File: src/swsc_pkg.sv
// ----------------------------------------------------------------------------
// swsc_pkg
// Shared types and constants for the sliding window sender control core:
// event and result codes, register indexes, reset values and the job record
// passed from the event front end to the result sequencer.
// ----------------------------------------------------------------------------
package swsc_pkg;

    localparam int BUF_SLOTS_DEFAULT = 32;
    localparam int QUEUE_DEPTH       = 2;

    localparam logic [2:0] DUP_ACK_LIMIT_RESET = 3'd3;
    localparam logic [3:0] TIMEOUT_LIMIT_RESET = 4'd5;

    localparam logic [7:0] OLDEST_RESET      = 8'd0;
    localparam logic [7:0] NEWEST_SENT_RESET = 8'd255;
    localparam logic [7:0] NEWEST_QUEUED_RST = 8'd255;
    localparam logic [7:0] WINDOW_RESET      = 8'd1;

    localparam logic [2:0] REPEAT_MAX  = 3'd7;
    localparam logic [4:0] TIMEOUT_MAX = 5'd31;

    typedef enum logic [1:0] {
        CMD_CHUNK   = 2'd0,
        CMD_ACK     = 2'd1,
        CMD_NACK    = 2'd2,
        CMD_TIMEOUT = 2'd3
    } cmd_t;

    typedef enum logic {
        CFG_DUP_ACK_LIMIT = 1'b0,
        CFG_TIMEOUT_LIMIT = 1'b1
    } cfg_index_t;

    localparam logic [2:0] KIND_NEW     = 3'd0;
    localparam logic [2:0] KIND_NACK    = 3'd1;
    localparam logic [2:0] KIND_FAST    = 3'd2;
    localparam logic [2:0] KIND_TIMEOUT = 3'd3;
    localparam logic [2:0] KIND_NONE    = 3'd4;

    typedef struct packed {
        logic       one_valid;
        logic [7:0] one_seq;
        logic [2:0] one_kind;
        logic [7:0] run_start;
        logic [7:0] run_cnt;
        logic [2:0] run_kind;
        logic       dropped;
        logic       aborted;
        logic [5:0] buffered;
    } job_t;

endpackage

File: src/swsc_front.sv
// ----------------------------------------------------------------------------
// swsc_front
// Event front end: holds the window state and limits, classifies each event
// combinationally and hands a job record describing its results to the queue.
// ----------------------------------------------------------------------------
module swsc_front #(
    parameter int BUF_SLOTS = swsc_pkg::BUF_SLOTS_DEFAULT
) (
    input  logic             clk,
    input  logic             rst_n,
    input  logic             event_valid,
    output logic             event_ready,
    input  logic [1:0]       cmd,
    input  logic [7:0]       seq,
    input  logic [7:0]       peer_win,
    input  logic             cfg_we,
    input  logic             cfg_index,
    input  logic [3:0]       cfg_data,
    input  logic             queue_full,
    output logic             job_push,
    output swsc_pkg::job_t   job
);
    import swsc_pkg::*;

    localparam logic [7:0] BUF_SLOTS_W = 8'(BUF_SLOTS);

    logic [2:0] dup_lim_reg;
    logic [3:0] to_lim_reg;
    logic [7:0] o_reg, o_next;
    logic [7:0] ns_reg, ns_next;
    logic [7:0] nq_reg, nq_next;
    logic [7:0] win_reg, win_next;
    logic [2:0] rep_reg, rep_next;
    logic [4:0] tc_reg, tc_next;
    logic       abort_reg, abort_next;

    logic [7:0] q_cnt, s_cnt, ack_off;
    logic [7:0] f_q, f_s, gap, room, fill_cnt;
    logic [2:0] rep_inc;
    logic [4:0] tc_inc;
    logic       do_fill;
    logic       drop;
    logic       accept;

    assign event_ready = !queue_full;
    assign accept      = event_valid && event_ready;
    assign job_push    = accept;

    always_comb
    begin
        q_cnt      = nq_reg + 8'd1 - o_reg;
        s_cnt      = ns_reg + 8'd1 - o_reg;
        ack_off    = seq - o_reg;
        rep_inc    = (rep_reg == REPEAT_MAX) ? REPEAT_MAX : rep_reg + 3'd1;
        tc_inc     = (tc_reg == TIMEOUT_MAX) ? TIMEOUT_MAX : tc_reg + 5'd1;
        o_next     = o_reg;
        ns_next    = ns_reg;
        nq_next    = nq_reg;
        win_next   = win_reg;
        rep_next   = rep_reg;
        tc_next    = tc_reg;
        abort_next = abort_reg;
        do_fill    = 1'b0;
        drop       = 1'b0;
        job        = '0;
        job.one_kind = KIND_NONE;
        job.run_kind = KIND_NEW;

        if (abort_reg)
        begin
            drop = 1'b1;
        end
        else
        begin
            unique case (cmd_t'(cmd))
                CMD_CHUNK:
                begin
                    if (q_cnt >= BUF_SLOTS_W)
                        drop = 1'b1;
                    else
                        nq_next = nq_reg + 8'd1;
                    do_fill = 1'b1;
                end
                CMD_ACK, CMD_NACK:
                begin
                    tc_next = '0;
                    do_fill = 1'b1;
                    if (ack_off > s_cnt)
                    begin
                        drop = 1'b1;
                    end
                    else
                    begin
                        win_next = peer_win;
                        if (cmd_t'(cmd) == CMD_NACK)
                        begin
                            if (ack_off < q_cnt)
                            begin
                                job.one_valid = 1'b1;
                                job.one_seq   = seq;
                                job.one_kind  = KIND_NACK;
                            end
                            else
                            begin
                                drop = 1'b1;
                            end
                        end
                        else if (ack_off == 8'd0)
                        begin
                            // repeated ack, fast resend of the oldest slot once the repeat count reaches the limit
                            if (rep_inc >= dup_lim_reg)
                            begin
                                rep_next = '0;
                                if (q_cnt != 8'd0)
                                begin
                                    job.one_valid = 1'b1;
                                    job.one_seq   = o_reg;
                                    job.one_kind  = KIND_FAST;
                                end
                            end
                            else
                            begin
                                rep_next = rep_inc;
                            end
                        end
                        else
                        begin
                            o_next   = seq;
                            rep_next = '0;
                        end
                    end
                end
                CMD_TIMEOUT:
                begin
                    if (q_cnt == 8'd0)
                    begin
                        drop = 1'b1;
                    end
                    else
                    begin
                        tc_next = tc_inc;
                        if (tc_inc > {1'b0, to_lim_reg})
                        begin
                            abort_next = 1'b1;
                        end
                        else
                        begin
                            // go-back-n: resend every outstanding slot
                            job.run_start = o_reg;
                            job.run_cnt   = s_cnt;
                            job.run_kind  = KIND_TIMEOUT;
                            rep_next      = '0;
                        end
                    end
                end
                default:
                begin
                    drop = 1'b1;
                end
            endcase
        end

        // new sends while outstanding count is below the peer window, filling up to it
        f_q  = nq_next + 8'd1 - o_next;
        f_s  = ns_reg + 8'd1 - o_next;
        gap  = nq_next - ns_reg;
        room = win_next - f_s;
        if (f_q != 8'd0 && win_next > f_s)
            fill_cnt = (gap < room) ? gap : room;
        else
            fill_cnt = 8'd0;

        if (do_fill)
        begin
            job.run_start = ns_reg + 8'd1;
            job.run_cnt   = fill_cnt;
            job.run_kind  = KIND_NEW;
            ns_next       = ns_reg + fill_cnt;
        end

        if (!job.one_valid && job.run_cnt == 8'd0)
        begin
            job.one_valid = 1'b1;
            job.one_seq   = 8'd0;
            job.one_kind  = KIND_NONE;
        end

        job.dropped  = drop;
        job.aborted  = abort_next;
        job.buffered = f_q[5:0];
    end

    always_ff @(posedge clk or negedge rst_n)
    begin
        if (!rst_n)
        begin
            dup_lim_reg <= DUP_ACK_LIMIT_RESET;
            to_lim_reg  <= TIMEOUT_LIMIT_RESET;
        end
        else if (cfg_we)
        begin
            unique case (cfg_index_t'(cfg_index))
                CFG_DUP_ACK_LIMIT: dup_lim_reg <= cfg_data[2:0];
                CFG_TIMEOUT_LIMIT: to_lim_reg  <= cfg_data;
                default:           to_lim_reg  <= to_lim_reg;
            endcase
        end
    end

    always_ff @(posedge clk or negedge rst_n)
    begin
        if (!rst_n)
        begin
            o_reg     <= OLDEST_RESET;
            ns_reg    <= NEWEST_SENT_RESET;
            nq_reg    <= NEWEST_QUEUED_RST;
            win_reg   <= WINDOW_RESET;
            rep_reg   <= '0;
            tc_reg    <= '0;
            abort_reg <= 1'b0;
        end
        else if (accept)
        begin
            o_reg     <= o_next;
            ns_reg    <= ns_next;
            nq_reg    <= nq_next;
            win_reg   <= win_next;
            rep_reg   <= rep_next;
            tc_reg    <= tc_next;
            abort_reg <= abort_next;
        end
    end

endmodule

File: src/swsc_queue.sv
// ----------------------------------------------------------------------------
// swsc_queue
// Short job queue between the event front end and the result sequencer.
// ----------------------------------------------------------------------------
module swsc_queue (
    input  logic             clk,
    input  logic             rst_n,
    input  logic             push,
    input  swsc_pkg::job_t   push_job,
    input  logic             pop,
    output swsc_pkg::job_t   head_job,
    output logic             not_empty,
    output logic             full
);
    import swsc_pkg::*;

    localparam int PTR_W = (QUEUE_DEPTH > 1) ? $clog2(QUEUE_DEPTH) : 1;
    localparam int CNT_W = $clog2(QUEUE_DEPTH + 1);
    localparam logic [PTR_W-1:0] LAST_PTR = PTR_W'(QUEUE_DEPTH - 1);
    localparam logic [CNT_W-1:0] DEPTH_W  = CNT_W'(QUEUE_DEPTH);

    job_t             mem_reg [QUEUE_DEPTH];
    logic [PTR_W-1:0] wr_ptr_reg, wr_ptr_next;
    logic [PTR_W-1:0] rd_ptr_reg, rd_ptr_next;
    logic [CNT_W-1:0] cnt_reg, cnt_next;

    assign head_job  = mem_reg[rd_ptr_reg];
    assign not_empty = (cnt_reg != '0);
    assign full      = (cnt_reg == DEPTH_W);

    always_comb
    begin
        wr_ptr_next = wr_ptr_reg;
        rd_ptr_next = rd_ptr_reg;
        cnt_next    = cnt_reg;
        if (push)
            wr_ptr_next = (wr_ptr_reg == LAST_PTR) ? '0 : wr_ptr_reg + PTR_W'(1);
        if (pop)
            rd_ptr_next = (rd_ptr_reg == LAST_PTR) ? '0 : rd_ptr_reg + PTR_W'(1);
        if (push && !pop)
            cnt_next = cnt_reg + CNT_W'(1);
        else if (pop && !push)
            cnt_next = cnt_reg - CNT_W'(1);
    end

    always_ff @(posedge clk or negedge rst_n)
    begin
        if (!rst_n)
        begin
            wr_ptr_reg <= '0;
            rd_ptr_reg <= '0;
            cnt_reg    <= '0;
        end
        else
        begin
            wr_ptr_reg <= wr_ptr_next;
            rd_ptr_reg <= rd_ptr_next;
            cnt_reg    <= cnt_next;
        end
    end

    always_ff @(posedge clk)
    begin
        if (push)
            mem_reg[wr_ptr_reg] <= push_job;
    end

endmodule

File: src/swsc_back.sv
// ----------------------------------------------------------------------------
// swsc_back
// Result sequencer: takes one job at a time and emits its results, the
// single resend or none result first, then the run of sequence numbers.
// ----------------------------------------------------------------------------
module swsc_back (
    input  logic             clk,
    input  logic             rst_n,
    input  logic             job_avail,
    input  swsc_pkg::job_t   job,
    output logic             job_pop,
    output logic             send_valid,
    input  logic             send_ready,
    output logic [7:0]       send_seq,
    output logic [2:0]       send_kind,
    output logic             dropped,
    output logic             aborted,
    output logic [5:0]       buffered,
    output logic             last
);
    import swsc_pkg::*;

    typedef enum logic [1:0] {
        S_IDLE = 2'b01,
        S_EMIT = 2'b10
    } state_t;

    state_t     state_reg, state_next;
    job_t       cur_reg, cur_next;
    logic       one_pend_reg, one_pend_next;
    logic [7:0] run_seq_reg, run_seq_next;
    logic [7:0] run_left_reg, run_left_next;

    logic       valid_reg, valid_next;
    logic [7:0] seq_reg, seq_next;
    logic [2:0] kind_reg, kind_next;
    logic       drop_reg, drop_next;
    logic       abort_reg, abort_next;
    logic [5:0] buf_reg, buf_next;
    logic       last_reg, last_next;
    logic       load;

    assign send_valid = valid_reg;
    assign send_seq   = seq_reg;
    assign send_kind  = kind_reg;
    assign dropped    = drop_reg;
    assign aborted    = abort_reg;
    assign buffered   = buf_reg;
    assign last       = last_reg;

    assign load = !valid_reg || send_ready;

    always_comb
    begin
        state_next    = state_reg;
        cur_next      = cur_reg;
        one_pend_next = one_pend_reg;
        run_seq_next  = run_seq_reg;
        run_left_next = run_left_reg;
        valid_next    = valid_reg && !send_ready;
        seq_next      = seq_reg;
        kind_next     = kind_reg;
        drop_next     = drop_reg;
        abort_next    = abort_reg;
        buf_next      = buf_reg;
        last_next     = last_reg;
        job_pop       = 1'b0;

        unique case (state_reg)
            S_IDLE:
            begin
                if (job_avail)
                begin
                    job_pop       = 1'b1;
                    cur_next      = job;
                    one_pend_next = job.one_valid;
                    run_seq_next  = job.run_start;
                    run_left_next = job.run_cnt;
                    state_next    = S_EMIT;
                end
            end
            S_EMIT:
            begin
                if (load)
                begin
                    valid_next = 1'b1;
                    drop_next  = cur_reg.dropped;
                    abort_next = cur_reg.aborted;
                    buf_next   = cur_reg.buffered;
                    if (one_pend_reg)
                    begin
                        seq_next      = cur_reg.one_seq;
                        kind_next     = cur_reg.one_kind;
                        last_next     = (run_left_reg == 8'd0);
                        one_pend_next = 1'b0;
                    end
                    else
                    begin
                        seq_next      = run_seq_reg;
                        kind_next     = cur_reg.run_kind;
                        last_next     = (run_left_reg == 8'd1);
                        run_seq_next  = run_seq_reg + 8'd1;
                        run_left_next = run_left_reg - 8'd1;
                    end
                    if (last_next)
                        state_next = S_IDLE;
                end
            end
            default:
            begin
                state_next = S_IDLE;
            end
        endcase
    end

    always_ff @(posedge clk or negedge rst_n)
    begin
        if (!rst_n)
        begin
            state_reg    <= S_IDLE;
            one_pend_reg <= 1'b0;
            run_left_reg <= '0;
            valid_reg    <= 1'b0;
        end
        else
        begin
            state_reg    <= state_next;
            one_pend_reg <= one_pend_next;
            run_left_reg <= run_left_next;
            valid_reg    <= valid_next;
        end
    end

    always_ff @(posedge clk)
    begin
        cur_reg     <= cur_next;
        run_seq_reg <= run_seq_next;
        seq_reg     <= seq_next;
        kind_reg    <= kind_next;
        drop_reg    <= drop_next;
        abort_reg   <= abort_next;
        buf_reg     <= buf_next;
        last_reg    <= last_next;
    end

endmodule

File: src/sliding_window_sender_control_core.sv
// ----------------------------------------------------------------------------
// sliding_window_sender_control_core
// Go-back-N sender window controller with 8-bit wrapping sequence numbers.
// ----------------------------------------------------------------------------
// Each event transaction (chunk queued, ack, nack, timeout) is classified
// combinationally by the front end and queued as a job; the queue holds two
// jobs, so events keep being accepted while results drain, until it fills.
// The result sequencer takes a job in its idle state, then emits one result
// transaction per cycle while send_ready is high, so the sustained rate is
// set by the result count, up to 33 results for one event. Configuration
// writes take effect at once; the user must make them only while the block
// is idle, and the block itself does not enforce this.
module sliding_window_sender_control_core #(
    parameter int BUF_SLOTS = swsc_pkg::BUF_SLOTS_DEFAULT
) (
    input  logic       clk,
    input  logic       rst_n,
    input  logic       event_valid,
    output logic       event_ready,
    input  logic [1:0] cmd,
    input  logic [7:0] seq,
    input  logic [7:0] peer_win,
    output logic       send_valid,
    input  logic       send_ready,
    output logic [7:0] send_seq,
    output logic [2:0] send_kind,
    output logic       dropped,
    output logic       aborted,
    output logic [5:0] buffered,
    output logic       last,
    input  logic       cfg_we,
    input  logic       cfg_index,
    input  logic [3:0] cfg_data
);
    import swsc_pkg::*;

    job_t push_job;
    job_t head_job;
    logic job_push;
    logic job_pop;
    logic queue_full;
    logic queue_not_empty;

    swsc_front #(
        .BUF_SLOTS (BUF_SLOTS)
    ) u_front (
        .clk         (clk),
        .rst_n       (rst_n),
        .event_valid (event_valid),
        .event_ready (event_ready),
        .cmd         (cmd),
        .seq         (seq),
        .peer_win    (peer_win),
        .cfg_we      (cfg_we),
        .cfg_index   (cfg_index),
        .cfg_data    (cfg_data),
        .queue_full  (queue_full),
        .job_push    (job_push),
        .job         (push_job)
    );

    swsc_queue u_queue (
        .clk       (clk),
        .rst_n     (rst_n),
        .push      (job_push),
        .push_job  (push_job),
        .pop       (job_pop),
        .head_job  (head_job),
        .not_empty (queue_not_empty),
        .full      (queue_full)
    );

    swsc_back u_back (
        .clk        (clk),
        .rst_n      (rst_n),
        .job_avail  (queue_not_empty),
        .job        (head_job),
        .job_pop    (job_pop),
        .send_valid (send_valid),
        .send_ready (send_ready),
        .send_seq   (send_seq),
        .send_kind  (send_kind),
        .dropped    (dropped),
        .aborted    (aborted),
        .buffered   (buffered),
        .last       (last)
    );

endmodule

File: config.mk
export PLATFORM = sky130hd
export DESIGN_NAME = sliding_window_sender_control_core
export DESIGN_NICKNAME = d
export VERILOG_FILES = /design/src/swsc_pkg.sv /design/src/swsc_front.sv /design/src/swsc_queue.sv /design/src/swsc_back.sv /design/src/sliding_window_sender_control_core.sv
export SDC_FILE = /design/constraint.sdc
export NUM_CORES = 1
export LEC_CHECK = 0
export BUFFER_PORTS_ARGS = -buffer_cell sky130_fd_sc_hd__buf_2
export CAP_MARGIN = 20
export CORE_UTILIZATION = 50
export DETAILED_ROUTE_END_ITERATION = 10
export PLACE_DENSITY = 0.74
export SLEW_MARGIN = 40
export SYNTH_ARGS = -nofsm -noshare
export SYNTH_HDL_FRONTEND = slang
export SYNTH_SLANG_ARGS = --single-unit
File: constraint.sdc
create_clock -name clk -period 12.1 [get_ports clk]
set_clock_uncertainty 0.05 [all_clocks]
set_input_delay 2.42 -clock clk [delete_from_list [all_inputs] [get_ports clk]]
set_output_delay 2.42 -clock clk [all_outputs]
set_load 0.005 [all_outputs]
# Yosys cells after proc, flatten, opt, wreduce, memory -nomap -nowiden
# Memories as Yosys holds them, arrays and structs flattened.
# Cells that the tools add are included.
# classes
muxes	80
addsub	19
n_bitwise	2
n_eq_ne	17
reduce_logical	36
magnitude_cmp	7
# ops
cell	n
$mux W8	20
$mux W12	8
$mux W19	4
$sub A8 B8 Y8	7
$add A8 B1 Y8 const B	4
$logic_not A8 Y1	4
$pmux W8 S2	2
$mux W31	1
$mux W1	25
$mux W3	8
$gt A8 B8 Y1	2
$lt A8 B8 Y1	2
$reduce_bool A8 Y1	2
$ne A2 B2 Y1 const B	6
$mux W2	5
$mux W5	2
$pmux W5 S2	1
$reduce_and A2 Y1	5
$add A8 B8 Y8	1
$eq A2 B2 Y1 const B	4
$eq A8 B1 Y1 const B	1
$ge A8 B6 Y1 const B	1
$reduce_and A4 Y1	2
$reduce_bool A2 Y1	4
25 further kinds	40
# totals
inputBits	28
regBits	114
elab_cells	191
out_inout_bits	22
mem_count	1
mem_bits_rw	78
# memory_table
memory	words	word_bits	rd	rd_clocked_by_memory_dff	write_ports	line_no	source
u_queue.mem_reg	2	39	1	0	1	swsc_queue.sv:22	job_t mem_reg [QUEUE_DEPTH];

# Longest topological paths before layout
# Gate-level depths: netlist of run 1.
# depth
ltp_word	16
mapped_depth	53
depth_no_buf	51

# Hierarchy
# From an unflattened synthesis of run 1, not the netlist that was laid out.
# unflattened
cells_unflattened	1088
hier_area_um2	11955.2
# by_module_without_submodules
mod	n_inst	seq_area_each_um2	area_per_inst_um2	cells_per_inst
swsc_front	1	1227.4	6422.4	779
swsc_queue	1	2442.3	3015.4	137
swsc_back	1	1803.0	2517.4	172

# Worst setup path before layout of run 1
# No wires, ideal clock.
# synth_timing
path_type	input-to-reg
from	input port seq[0]
to	register u_front.ns_reg[7]
setup_slack_ns	1.060
t_required_ns	11.959
stages	47
n_path_buf	2
setup_time_ns	0.091
arrival_ns	10.900
path_cell_list	inv_1 -> ha_1 -> inv_1 -> fa_1 -> a211oi_1 -> or4_1 -> nand3_1 -> ha_1 -> o21ai_0 -> o21ai_1 -> o211ai_4 -> nor2b_1 -> buf_2 -> o31a_4 -> mux2i_1 -> inv_1 -> ha_1 -> inv_1 -> (+11 left out) -> o21ai_0 -> nand2b_1 -> o41a_1 -> buf_1 -> a21oi_1 -> or3_1 -> inv_1 -> ha_1 -> a21o_1 -> a21oi_1 -> o21bai_1 -> a21oi_1 -> o21bai_1 -> a21oi_1 -> nor3_1 -> o21a_1 -> a221oi_1 -> nand4_1
# synth_via
elab_chain_len	13
word_cells_on_any_way	21
classes_between	5 x add/sub; 3 x order compare; 10 x mux; 3 x reduce/logical
# synth_lines
element	line_no	source
start, declared	sliding_window_sender_control_core.sv:21	input logic [7:0] seq,
parallel branches: the longest is 4 deep, another holds $sub A8 B8 Y8	--	
$mux W8 (*)	swsc_front.sv:88	if (ack_off > s_cnt)
$mux W8 (*)	swsc_front.sv:75	unique case (cmd_t'(cmd))
$mux W8 (*)	swsc_front.sv:69	if (abort_reg)
via u_front.o_next[0]	swsc_front.sv:29	logic [7:0] o_reg, o_next;
$sub A8 B8 Y8	swsc_front.sv:165	f_s = ns_reg + 8'd1 - o_next;
$sub A8 B8 Y8	swsc_front.sv:167	room = win_next - f_s;
$lt A8 B8 Y1	swsc_front.sv:169	fill_cnt = (gap < room) ? gap : room;
$mux W8	swsc_front.sv:169	
$mux W8 (*)	swsc_front.sv:168	if (f_q != 8'd0 && win_next > f_s)
$add A8 B8 Y8 (*)	swsc_front.sv:178	ns_next = ns_reg + fill_cnt;
end signal, assigned	swsc_front.sv:225	ns_reg <= ns_next;
end, declared	swsc_front.sv:30	logic [7:0] ns_reg, ns_next;
# Mark *: on every way through the listed nets, which the timed path passes.
# A chain may end at the register's enable or synchronous reset.

# Final worst setup path of run 1
# layout_timing
from	input port seq[0]
to	register u_front.ns_reg[7]
# layout_via
elab_chain_len	13
word_cells_on_any_way	21
classes_between	5 x add/sub; 3 x order compare; 10 x mux; 3 x reduce/logical
# layout_lines
element	line_no
parallel branches: the longest is 11 deep, another holds $sub A8 B8 Y8	--
$mux W8 (*)	swsc_front.sv:168
$add A8 B8 Y8 (*)	swsc_front.sv:178
# Mark *: on every way between the ends.

==> key figures, run 1 <==
Setup path
  • Setup crit end: u_front.ns_reg[7]
  • Register-to-register setup slack: ~1600 ps
  • Arrival time of the worst setup path: around 12000 ps
  • Crit Reg-Reg Endpoint: u_front.ns_reg[7]
  • Critical path startpoint category: primary input
  • CP peak stage delay: around 430 ps
  • FF-to-FF path depth: 47
  • Critical Path Source: seq[0]
  • R2r startpoint: u_front.ns_reg[0]
  • Worst EP required: ~12000 ps
  • Worst path most repeated cell: ha_1
  • Crit Path Class: in -> reg
  • CP max stage cell: fa_1
  • Crit path max fanout: 9
  • Worst Setup End Kind: flip-flop

Final layout
  • Most common cell after layout, fill and taps aside: edfxtp_1
  • Number of flip-flops in the largest register: between 70 and 80
  • Antenna Cells: 0
  • Final nets: approximately 1300
  • Commonest cells after routing, fill and taps aside: edfxtp_1 (122), ha_1 (106), nand2_1 (101)
  • Layout cells sized above 1: ~16%
  • Fillers: 2025
  • Area Growth Syn to Fin: 10.2%
  • Design Area, Final: approximately 13000 sq um

Yosys
  • Number of synthesized flops with an enable pin: ~120
  • Synth Area in Simple Gates: between 10% and 20%
  • Syn_nets: 1250
  • Synthesized flop and latch total: 186
  • Sequential share of the synthesized area: 44.5%
  • Yosys top cell by area: edfxtp_1
  • Synth top area share: 30.8%
  • Synth Area in XOR/XNOR: about 6.3%
  • Warnings from Yosys: 0
  • Post-synthesis compound-gate area fraction: 12.8%
  • Largest family of logic cells by synthesized area: simple AND/OR/NAND/NOR gates
  • Synth Area in Adders: 12.4%
  • FFs w/ async S/R, synth: between 30% and 40%
  • Area contributors post-synth: edfxtp_1 (31%), ha_1 (11%), dfrtp_1 (8.8%), dfstp_2 (4.9%), mux2_2 (4.8%)
  • Mux cell area share after synthesis: 6.88%
  • Synth cell types: slightly above 80
  • Cells after synthesis: around 1100
  • Prevailing post-synth register cell: edfxtp_1
  • Mapped Area: ~12000 sq um
  • Avg Synthesized Cell Area: between 10 and 15 sq um

Place
  • Hpwl dp: 20500 um
  • GPL Wtd Cong: about 0.95
  • Port bufs: 49
  • Post-DP Area: ~13000 sq um

Clock network
  • Setup repair bufs after CTS: 0
  • Worst-Skew Late Latency: 450 ps
  • TritonCTS Buffers: 17
  • CTS tree: built
  • Clk sinks: around 190
  • CTS H-tree lvls: 4
  • Hold-fix buffers, CTS: 0
  • CTS Root Cell: clkbuf_16
  • Post_cts resized: 0
  • Reg clk slew, reported paths: approximately 70 ps
  • Clk buf depth: 2

Drt
  • DRC: 0
  • DR vias/cell: between 5 and 6
  • ANT nets after route: 0
  • Via count: 8478
  • DR iter-0 viols: approximately 700
  • Total Wirelength: between 20000 and 30000 um
  • Drt first pass iters: 5
  • Wirelength per Cell: 18.3 um

Status
  • Outcome: finished clean

Floorplanning
  • Die width: between 150 and 200 um
  • Ports: 50
  • Core Region: around 23000 sq um
  • Chip height: between 150 and 200 um
  • Starting density of the core: approximately half
  • FP Rows: 56
  • DIE AREA: 24400 sq um

Global route
  • All-layer global routing usage: about a quarter
  • Gr ovfl total: 0
  • Largest net degree at the start of global routing: 65
  • First-pass GRT wire length: approximately 43000 um
  • Number of global-route vias before repair: between 8000 and 9000
  • Initial antenna violation count: 0

STA
  • Worst-Margin Slew: 761 ps
  • Slew headroom: between 40% and 50%
  • Crit path time final: between 10000 and 15000 ps
  • RSZ-0062 raised after global routing: false
  • Highest Clock Rate: ~90 MHz
  • Final Hold Vio Count: 0
  • Slew Limit Fails: 0
  • Setup violators final: 0
  • Setup_tns: 0 ps
  • Period utilization: between 90 and 100%

Flow run
  • Max capacitance violation total: 0

Worst hold path
  • Worst Hold Launch: u_back.cur_reg[6]
  • Min-delay worst type: reg -> reg
## area by class of cell
class,instances,area [sq um],share of cell area [%]
clock buffer,18,429,3.27
tap,319,399,3.04
inverter,86,323,2.46
timing repair buffer,64,374,2.85
sequential,186,5290,40.3
multi-input combinational,805,6160,46.9
clock inverter,14,149,1.13
## worst max-delay path: cells and delay by family
kind                       cells  cell delay, ps
AOI/OAI and AO/OA             20            3780
adders and majority gates      8            2320
and+or+nand+nor                9            1690
xor gates and xnor gates       3             640
buffers and inverters          5             510
muxes                          1             350
## cells by family after synthesis
kind of cell    after synthesis
compound gates              226
xor+xnor                     85
fa+ha+maj                   114
buf+inv                     118
flops                       186
mux                          73
simple gates                307
## how the worst min path moves through the flow
stage                     endpoint  depth (start not counted)
floorplan           u_back.aborted                          0
global placement    u_back.aborted                          0
detailed placement  u_back.aborted                          0
CTS                 u_back.dropped                          0
global route        u_back.aborted                          0
finish              u_back.aborted                          0
## synthesized netlist by cell type, types with 11 or more instances
cell,instances
inv_1,85
clkbuf_1,19
o21ai_0,63
dfstp_2,22
and3_1,13
nor3_1,13
nor2b_1,27
nand3_1,24
nand4_1,12
edfxtp_1,122
nand2b_1,21
xnor2_1,57
xor2_1,27
ha_1,106
a22o_1,11
dfrtp_1,42
nand2_1,101
a21oi_1,46
mux2_2,51
nor2_1,48
a21o_1,26
mux2i_1,20
## routing by layer
metal | part of all wire, % | wire, um | GRT usage (%)
met5 | 0 | 0 | 0
met4 | 2.1 | 581 | 8.12
met3 | 6.1 | 1660 | 4.02
met1 | 45 | 12300 | 31.3
met2 | 47 | 12700 | 38.3
## stage by stage
step                      hold WS [ps]  setup slack (ps)  utilization [%]  cells
after global placement             354               733             53.4   1457
final                              372               725             56.1   1492
after global routing               375              70.9             56.1   1492
after CTS                          373               866             56.1   1491
after detailed placement           355               432             53.6   1459
after floorplan                    350              1060                -   1109
Power of run 1 is not shown: default switching activity piles up to over one toggle a cycle in this logic, so the estimate is an artifact.
==> run 2, diff against run 1 <==
ABC_AREA = 1   (was default)
==> key figures, run 2 <==
Status
  • Outcome: finished clean

Final layout
  • Design Area, Final: around 13000 sq um
  • Antenna Cells: 0
  • Final nets: ~1500
  • Most common cell after layout, fill and taps aside: nand2_1
  • Commonest cells after routing, fill and taps aside: nand2_1 (290), inv_1 (191), o21ai_0 (122), edfxtp_1 (122), ha_1 (106)
  • Area Growth Syn to Fin: 10.3%
  • Fin util: between 50 and 60%
  • Number of flip-flops in the largest register: between 70 and 80
  • Layout cells sized above 1: 11.2%

STA
  • Setup violators final: 0
  • Period utilization: 85.9%
  • Slew Limit Fails: 0
  • Crit path time final: approximately 10000 ps
  • Highest Clock Rate: just under 100 MHz
  • Worst-Margin Slew: about 820 ps
  • Slew headroom: 45.0%
  • RSZ-0062 raised after global routing: false
  • Final Hold Vio Count: 0
  • Setup_tns: 0 ps
  • Worst hold slack: roughly 370 ps

Flow run
  • Max capacitance violation total: 0

Yosys
  • Synth top area share: 31.4%
  • Yosys top cell by area: edfxtp_1
  • Warnings from Yosys: 0
  • Area contributors post-synth: edfxtp_1 (31%), ha_1 (11%), nand2_1 (9.3%), dfrtp_1 (9.0%), inv_1 (6.2%)
  • Leading cell types by count after synthesis: nand2_1 (290), inv_1 (192), o21ai_0 (123)
  • Cells after synthesis: roughly 1300
  • FFs w/ async S/R, synth: 34.4%
  • Number of synthesized flops with an enable pin: approximately 120
  • Top-count cell post-synth: nand2_1
  • Avg Synthesized Cell Area: roughly 9 sq um
  • Sequential share of the synthesized area: between 40 and 50%
  • Prevailing post-synth register cell: edfxtp_1
  • Synthesized flop and latch total: about 190
  • Mapped Area: ~12000 sq um
  • Synth cell types: between 50 and 60
  • Syn_nets: around 1500

Drt
  • Drt first pass iters: 5
  • Via count: a little over 9000
  • Wirelength per Cell: roughly 16 um
  • Total Wirelength: 26900 um
  • DRC: 0
  • DR iter-0 viols: 691
  • DR vias/cell: roughly 5.3
  • ANT nets after route: 0

Global route
  • All-layer global routing usage: a little under a quarter
  • Initial antenna violation count: 0
  • Number of global-route vias before repair: 8690
  • First-pass GRT wire length: approximately 44000 um
  • Gr ovfl total: 0
  • Largest net degree at the start of global routing: 65

Floorplanning
  • DIE AREA: 24000 sq um
  • Chip height: 155 um
  • FP Rows: 55
  • Ports: 50
  • Die width: between 150 and 200 um
  • Starting density of the core: around 51%
  • Core Region: ~23000 sq um

Setup path
  • Crit path max fanout: 16
  • Critical path startpoint category: primary input
  • Crit Path Class: in -> reg
  • Worst EP required: between 10000 and 15000 ps
  • CP peak stage delay: approximately 450 ps
  • Worst Setup End Kind: flip-flop
  • Arrival time of the worst setup path: between 10000 and 15000 ps
  • FF-to-FF path depth: 61
  • CP max stage cell: fa_1

Place
  • GPL Wtd Cong: 0.946
  • Port bufs: between 40 and 50
  • Post-DP Area: 12300 sq um
  • Hpwl dp: ~20000 um

Clock network
  • CTS tree: built
  • Setup repair bufs after CTS: 0
  • Worst-Skew Late Latency: 440 ps
  • Hold-fix buffers, CTS: 0
  • CTS H-tree lvls: 4
  • TritonCTS Buffers: 17
  • Clk buf depth: 2
  • Reg clk slew, reported paths: approximately 70 ps
  • Post_cts resized: 0
  • CTS Root Cell: clkbuf_16
  • Clk sinks: approximately 190

Worst hold path
  • Min-delay worst type: reg -> reg
  • Worst hold path depth: 0
run 2: per-stage QoR:
step	instances	setup slack (ps)
after floorplan	1330	2480
after global placement	1668	1700
after detailed placement	1672	1340
after CTS	1704	1730
after global routing	1705	918
final	1705	1710
run 2: critical path, delay by kind of cell:
family	cells	cell delay, ps
AOI/OAI and AO/OA	10	1740
buffers and inverters	11	910
and+or+nand+nor	26	3010
adders and majority gates	8	2150
xor gates and xnor gates	3	470
run 2: logic make-up (layout without fill, tap and decap cells):
kind of cell | Yosys count | count (layout) | synth area share [%]
simple gates | 506 | 506 | 19.0
flops | 186 | 186 | 45.3
compound gates | 242 | 242 | 11.5
fa+ha+maj | 113 | 113 | 12.6
mux | 1 | 1 | 0.0857
xor+xnor | 55 | 55 | 4.12
buf+inv | 227 | 289 | 7.40
run 2: cell type report:
type / count / area [sq um]
clock inverters: 14 / 130
repair buffers: 58 / 344
flip-flops and latches: 186 / 5290
clock buffers: 18 / 429
multi-input cells: 917 / 5550
well taps: 313 / 392
fillers: 1986 / 9890
inverters: 199 / 747
run 2: routing by layer:
layer	global-route usage, %	part of all wire, %	vias up
li1	-	-	4547
met1	31.4	45	4222
met2	37.9	45	291
met3	4.15	6.1	51
met4	10.0	3.2	0
met5	0	0	-
run 2: worst paths after layout:
kind / from / endpoint / slack (ps)
min reg2reg: u_back.cur_reg[1] / u_back.buffered[1] / 370
min: u_back.cur_reg[1] / u_back.buffered[1] / 370
max in group asynchronous: rst_n / u_queue.wr_ptr_reg / 9510
max: seq[0] / u_front.ns_reg[7] / 1710
max reg2reg: u_front.ns_reg[0] / u_front.ns_reg[7] / 2220
min in group asynchronous: rst_n / u_front.dup_lim_reg[2] / 2010
Power of run 2 is left out for the same reason.
